## config.mk

```make
export PLATFORM = sky130hd
export DESIGN_NAME = pulse_width_nibble_deframer_unit
export DESIGN_NICKNAME = d
export VERILOG_FILES = /design/src/design/pwnd_pkg.sv /design/src/design/pwnd_classify.sv /design/src/design/pwnd_msg_ctrl.sv /design/src/design/pulse_width_nibble_deframer_unit.sv
export SDC_FILE = /design/constraint.sdc
export NUM_CORES = 1
export LEC_CHECK = 0
export BUFFER_PORTS_ARGS = -buffer_cell sky130_fd_sc_hd__buf_2
export CAP_MARGIN = 10
export CELL_PAD_IN_SITES_DETAIL_PLACEMENT = 1
export CELL_PAD_IN_SITES_GLOBAL_PLACEMENT = 1
export CORE_UTILIZATION = 43
export CTS_CLUSTER_DIAMETER = 200
export CTS_CLUSTER_SIZE = 16
export DETAILED_ROUTE_END_ITERATION = 16
export PLACE_DENSITY = 0.8
export SETUP_SLACK_MARGIN = 0.4
export SYNTH_ARGS = -nofsm -noshare
export SYNTH_HDL_FRONTEND = slang
export SYNTH_SLANG_ARGS = --single-unit
```

## constraint.sdc

```tcl
create_clock -name clk -period 2.96 [get_ports clk]
set_input_delay 0 -clock clk [delete_from_list [all_inputs] [get_ports clk]]
set_output_delay 0 -clock clk [all_outputs]
set_load 0.01 [all_outputs]
```

## src/design/pwnd_pkg.sv

```systemverilog
// shared types and constants for the pulse width nibble deframer
package pwnd_pkg;

  localparam int unsigned WIDTH_W   = 16;
  localparam int unsigned CODE_W    = 5;
  localparam int unsigned CHAR_W    = 8;
  localparam int unsigned NIBBLE_W  = 4;
  localparam int unsigned WIN_SHIFT = 6;

  localparam logic [WIDTH_W-1:0] WIDTH_LO = 16'd992;
  localparam logic [WIDTH_W-1:0] WIDTH_HI = 16'd2080;

  localparam logic [CODE_W-1:0] IDLE_CODE    = 5'd16;
  localparam logic [CODE_W-1:0] UNKNOWN_CODE = 5'd17;

  localparam logic [CHAR_W-1:0] MAX_LEN_RESET = 8'd32;

  typedef enum logic [1:0] {
    EV_NONE = 2'd0,
    EV_IDLE = 2'd1,
    EV_CHAR = 2'd2
  } event_t;

  typedef struct packed {
    event_t              kind;
    logic [CODE_W-1:0]   code;
    logic [CHAR_W-1:0]   char_value;
    logic [CHAR_W-1:0]   char_position;
    logic                char_stored;
    logic [CHAR_W-1:0]   report;
  } result_t;

endpackage

```

## src/design/pwnd_classify.sv

```systemverilog
// sorts one pulse width into its window code
module pwnd_classify (
  input  logic [pwnd_pkg::WIDTH_W-1:0] width_us,
  output logic [pwnd_pkg::CODE_W-1:0]  code
);

  logic [pwnd_pkg::WIDTH_W-1:0] offset;

  assign offset = width_us - pwnd_pkg::WIDTH_LO - 16'd1;

  always_comb begin
    if (width_us < pwnd_pkg::WIDTH_LO || width_us > pwnd_pkg::WIDTH_HI) begin
      code = pwnd_pkg::UNKNOWN_CODE;
    end else if (width_us == pwnd_pkg::WIDTH_LO) begin
      code = '0;
    end else begin
      code = offset[pwnd_pkg::WIN_SHIFT +: pwnd_pkg::CODE_W];
    end
  end

endmodule

```

## src/design/pwnd_msg_ctrl.sv

```systemverilog
// nibble phase, character assembly and message count
module pwnd_msg_ctrl (
  input  logic                         clk,
  input  logic                         rst_n,
  input  logic                         advance,
  input  logic [pwnd_pkg::CODE_W-1:0]  code,
  input  logic [pwnd_pkg::CHAR_W-1:0]  max_len,
  output pwnd_pkg::result_t            res
);

  logic                        low_exp_r, low_exp_nxt;
  logic [pwnd_pkg::CHAR_W-1:0] pending_r, pending_nxt;
  logic [pwnd_pkg::CHAR_W-1:0] count_r, count_nxt;

  always_comb begin
    low_exp_nxt       = low_exp_r;
    pending_nxt       = pending_r;
    count_nxt         = count_r;
    res.kind          = pwnd_pkg::EV_NONE;
    res.code          = code;
    res.char_value    = '0;
    res.char_position = '0;
    res.char_stored   = 1'b0;
    res.report        = '0;
    if (code == pwnd_pkg::UNKNOWN_CODE) begin
      low_exp_nxt = 1'b0;
    end else if (code == pwnd_pkg::IDLE_CODE) begin
      low_exp_nxt = 1'b0;
      res.kind    = pwnd_pkg::EV_IDLE;
      res.report  = count_r;
      count_nxt   = '0;
    end else if (!low_exp_r) begin
      pending_nxt = {code[pwnd_pkg::NIBBLE_W-1:0], {pwnd_pkg::NIBBLE_W{1'b0}}};
      low_exp_nxt = 1'b1;
    end else begin
      pending_nxt    = pending_r | {{pwnd_pkg::NIBBLE_W{1'b0}}, code[pwnd_pkg::NIBBLE_W-1:0]};
      low_exp_nxt    = 1'b0;
      res.kind       = pwnd_pkg::EV_CHAR;
      res.char_value = pending_nxt;
      if (count_r < max_len) begin
        res.char_position = count_r;
        res.char_stored   = 1'b1;
        count_nxt         = count_r + 8'd1;
      end else begin
        res.report = 8'd1;
      end
    end
  end

  always_ff @(posedge clk) begin
    if (!rst_n) begin
      low_exp_r <= 1'b0;
      pending_r <= '0;
      count_r   <= '0;
    end else if (advance) begin
      low_exp_r <= low_exp_nxt;
      pending_r <= pending_nxt;
      count_r   <= count_nxt;
    end
  end

endmodule

```

## src/design/pulse_width_nibble_deframer_unit.sv

```systemverilog
// top level of the pulse width nibble deframer
//
//  channel | direction | handshake         | payload
//  in_     | input     | in_valid/in_stall | in_pulse_width_us
//  out_    | output    | out_valid/out_stall | event, code, char, position, stored, report
//  cfg_    | input     | cfg_valid/cfg_ready | cfg_max_message_length
//
// one pulse per cycle sustained while the output is not stalled; the path from input to result:
// input register, one pass of classify and message logic, result register
// reset clears the phase, the count, both valid flags and sets the limit to 32
// a stalled result holds and one more pulse waits in the input register
module pulse_width_nibble_deframer_unit (
  input  logic                          clk,
  input  logic                          rst_n,
  input  logic                          in_valid,
  output logic                          in_stall,
  input  logic [pwnd_pkg::WIDTH_W-1:0]  in_pulse_width_us,
  output logic                          out_valid,
  input  logic                          out_stall,
  output logic [1:0]                    out_event_kind,
  output logic [pwnd_pkg::CODE_W-1:0]   out_nibble_code,
  output logic [pwnd_pkg::CHAR_W-1:0]   out_char_value,
  output logic [pwnd_pkg::CHAR_W-1:0]   out_char_position,
  output logic                          out_char_stored,
  output logic [pwnd_pkg::CHAR_W-1:0]   out_message_report,
  input  logic                          cfg_valid,
  output logic                          cfg_ready,
  input  logic [pwnd_pkg::CHAR_W-1:0]   cfg_max_message_length
);

  logic                         in_valid_r;
  logic [pwnd_pkg::WIDTH_W-1:0] width_r;
  logic                         out_valid_r;
  pwnd_pkg::result_t            res_r;
  pwnd_pkg::result_t            res;
  logic [pwnd_pkg::CHAR_W-1:0]  max_len_r;
  logic [pwnd_pkg::CODE_W-1:0]  code;
  logic                         advance;
  logic                         in_xfer;

  assign advance  = in_valid_r && (!out_valid_r || !out_stall);
  assign in_stall = in_valid_r && !advance;
  assign in_xfer  = in_valid && !in_stall;
  assign cfg_ready = 1'b1;

  pwnd_classify u_classify (
    .width_us (width_r),
    .code     (code)
  );

  pwnd_msg_ctrl u_msg_ctrl (
    .clk     (clk),
    .rst_n   (rst_n),
    .advance (advance),
    .code    (code),
    .max_len (max_len_r),
    .res     (res)
  );

  always_ff @(posedge clk) begin
    if (!rst_n) begin
      in_valid_r  <= 1'b0;
      out_valid_r <= 1'b0;
      max_len_r   <= pwnd_pkg::MAX_LEN_RESET;
    end else begin
      if (in_xfer) begin
        in_valid_r <= 1'b1;
      end else if (advance) begin
        in_valid_r <= 1'b0;
      end
      if (advance) begin
        out_valid_r <= 1'b1;
      end else if (!out_stall) begin
        out_valid_r <= 1'b0;
      end
      if (cfg_valid && cfg_ready) begin
        max_len_r <= cfg_max_message_length;
      end
    end
  end

  always_ff @(posedge clk) begin
    if (in_xfer) begin
      width_r <= in_pulse_width_us;
    end
    if (advance) begin
      res_r <= res;
    end
  end

  assign out_valid          = out_valid_r;
  assign out_event_kind     = res_r.kind;
  assign out_nibble_code    = res_r.code;
  assign out_char_value     = res_r.char_value;
  assign out_char_position  = res_r.char_position;
  assign out_char_stored    = res_r.char_stored;
  assign out_message_report = res_r.report;

endmodule

```

==> metrics.txt <==
post-synthesis xor/xnor area fraction 0%; total wire length 7790 um; reg2reg start width_r[2]; num rows 31; synthesized cell area 3270 um2; chip width 89.2 um; critical path class flip-flop to flip-flop; most frequent cells in the layout buf_2 (62), edfxtp_1 (48), dfxtp_1 (27); CTS max path bufs 2; DR iter-0 viols 74; worst clock skew 16.8 ps; DR WL/cell 16.3 um; Gate Count Post-Synth 276; Avg Cell Area, Syn 11.8 um2; I/O Pins 64; fillers 800; period utilization 83.6%; total number of vias 2502; grt ovf 0; clock sink count 75; drt pass-1 iters 4; Critical Path RT 3220 ps; critical path endpoint category flip-flop; crit-path max cell delay 620 ps; initial core utilization 44.8%; Power Density 506 nW/um2; VDD IR max 0.000300 V; Die H 89.2 um; Clock Tree Root clkbuf_8; vias in the first global route 2530; antenna diode count 0; pin count of the biggest net entering global routing 35; Layout Utilization 58.2%; Max Clock Freq 404 MHz; Worst Hold Launch cfg_valid; TNS Setup 0 ps; GRT Util Overall 20.9%; CTS H-tree depth 3; number of I/O port buffers 62; final critical-path setup slack 485 ps; setup violators final 0; startpoint types flip-flop; first-pass GRT wire length 12200 um; max-slew violation count 0; Area Overhead vs Synth 29.9%; synthesized flop and latch total 75; library cells used by synthesis 54; Compound-Gate Fraction of Synth Area 10.8%; CTS tree yes; Place WS 230 ps; status complete, no violations; share of cells above drive strength 1 26.4%; Post-synth EDFFs 48; CP max stage cell or4b_1; worst-margin pin slew 709 ps; largest family of logic cells by synthesized area simple AND/OR/NAND/NOR gates; worst hold path class input port to flip-flop; nets@finish 411; initial antenna violation count 0; Max-Cap Viols 0; CP startpoint width_r[2]; Synth Area in Simple Gates 19.1%; die area 7950 um2; Leakage Power 1.69 nW; Final Hold Fails 0; DRC violations left 0; Worst-Skew Late Latency 350 ps; CTS clk-pin slew, worst paths 80 ps; Multi-input gate area 1250 um2; commonest non-fill, non-tap cell in the layout buf_2; CP cell instances or4_4, o211ai_1, nand3_1, or4b_1, a31oi_1; RSZ-0062 raised after global routing yes; sequential share of the synthesized area 60.7%; Slew HR 52.1%; Async S/R FF share, synth 0%; Ys Warns 0; FF/Latch Area 1980 um2; RePlAce Congestion 0.818; post-DP HPWL 4860 um; Placement Cell Area 3700 um2; Placeable Area 7290 um2; mux cell area share after synthesis 3.68%; cell count after placement 433; Final Non-Filler Cells 478; CTS Buf Count 9; DRT antenna net count 0; post-synthesis adder-cell area fraction 3.06%; CP max FO 11; post-route minimum period 2480 ps; Worst EP arrival 2740 ps; vias per inst 5.23; Mapped Nets 313; post-route cell area 4240 um2; Most used DFF post-synth edfxtp_1
==> critical path: cells and delay by family, from the launching register on <==
family	cells	cell delay [ps]
flip-flops	1	370
AND/OR/NAND/NOR	3	1580
AO/OA/AOI/OAI	2	440
==> area by class of cell <==
class | instances | share of cell area, %
clock buffer | 12 | 3.66
clock inverter | 4 | 1.18
inverter | 11 | 0.973
multi-input combinational | 180 | 29.5
sequential | 75 | 46.7
tap | 99 | 2.92
timing repair buffer | 97 | 15.1
==> synth_stat cells, types with 2 or more instances <==
library cell / n / share of area (%)
ha_1: 8 / 3.1
edfxtp_1: 48 / 44
a211oi_1: 2 / 0.46
and2_1: 22 / 4.2
inv_1: 11 / 1.3
nand4_1: 4 / 0.77
and3_1: 8 / 1.5
buf_2: 3 / 0.46
o211ai_1: 3 / 0.69
a21boi_0: 2 / 0.46
nand2_1: 26 / 3.0
or3_1: 2 / 0.38
clkbuf_1: 5 / 0.57
dfxtp_1: 27 / 17
o21ai_0: 2 / 0.31
mux2i_1: 12 / 3.7
a31oi_1: 4 / 0.77
a32o_1: 2 / 0.61
nor2_1: 19 / 2.2
o22ai_1: 3 / 0.57
a21oi_1: 9 / 1.4
nand2b_1: 2 / 0.38
and4_1: 3 / 0.80
a2111oi_0: 2 / 0.54
nor3b_1: 3 / 0.69
o21a_1: 6 / 1.4
nand3_1: 8 / 1.2
nor3_1: 2 / 0.31
nand4b_1: 3 / 0.80
==> sequential cells by signal, summed over array words and instances, names as in the netlist <==
name,count
u_msg_ctrl.low_exp_r,1
u_msg_ctrl.pending_r,8
out_nibble_code,5
out_char_position,8
out_valid,1
width_r,16
u_msg_ctrl.count_r,8
out_char_stored,1
in_valid_r,1
out_event_kind,2
out_message_report,8
max_len_r,8
out_char_value,8
==> per-stage QoR <==
step,hold slack (ps),power (mW)
floorplan,98.9,1.27
finish,56.3,2.15
global placement,176,1.32
global route,49.9,2.22
CTS,46.6,2.15
detailed placement,179,1.33
==> cells by family after synthesis <==
kind of cell,after synthesis
AO/OA/AOI/OAI,47
adder cells (fa/ha/maj),8
buffers and inverters,21
flip-flops,75
multiplexers,12
other,1
AND/OR/NAND/NOR,112
==> layer usage <==
layer | global-route usage [%] | part of all wire, %
met2 | 38.2 | 52
met5 | 0 | 0
met1 | 24.0 | 42
met3 | 5.26 | 4.1
met4 | 6.06 | 1.2
==> power by group <==
part | internal [mW] | total, mW | switching, mW
Clock | 0.435 | 0.802 | 0.368
Combinational | 0.0830 | 0.172 | 0.0888
Sequential | 1.15 | 1.17 | 0.0234
==> what timing repair did <==
item | 4_1_cts | 5_1_grt
pin swaps | 1 | 1
hold buffers | 26 | 0
endpoints found under the hold margin | 26 | 0
resized for setup | 5 | 8
setup endpoints to repair | 25 | 31
setup buffers | 3 | 0
==> path summary, 6_finish.rpt <==
| path | endpoint | slack, ps | depth (start not counted) |
|---|---|---|---|
| setup / recovery | u_msg_ctrl.count_r[6] | 480 | 5 |
| hold / removal | max_len_r[5] | 60 | 3 |
| setup reg to reg | u_msg_ctrl.count_r[6] | 480 | 5 |
| hold reg to reg | u_msg_ctrl.pending_r[6] | 470 | 2 |
No activity file was read; power rests on OpenSTA's default activity.
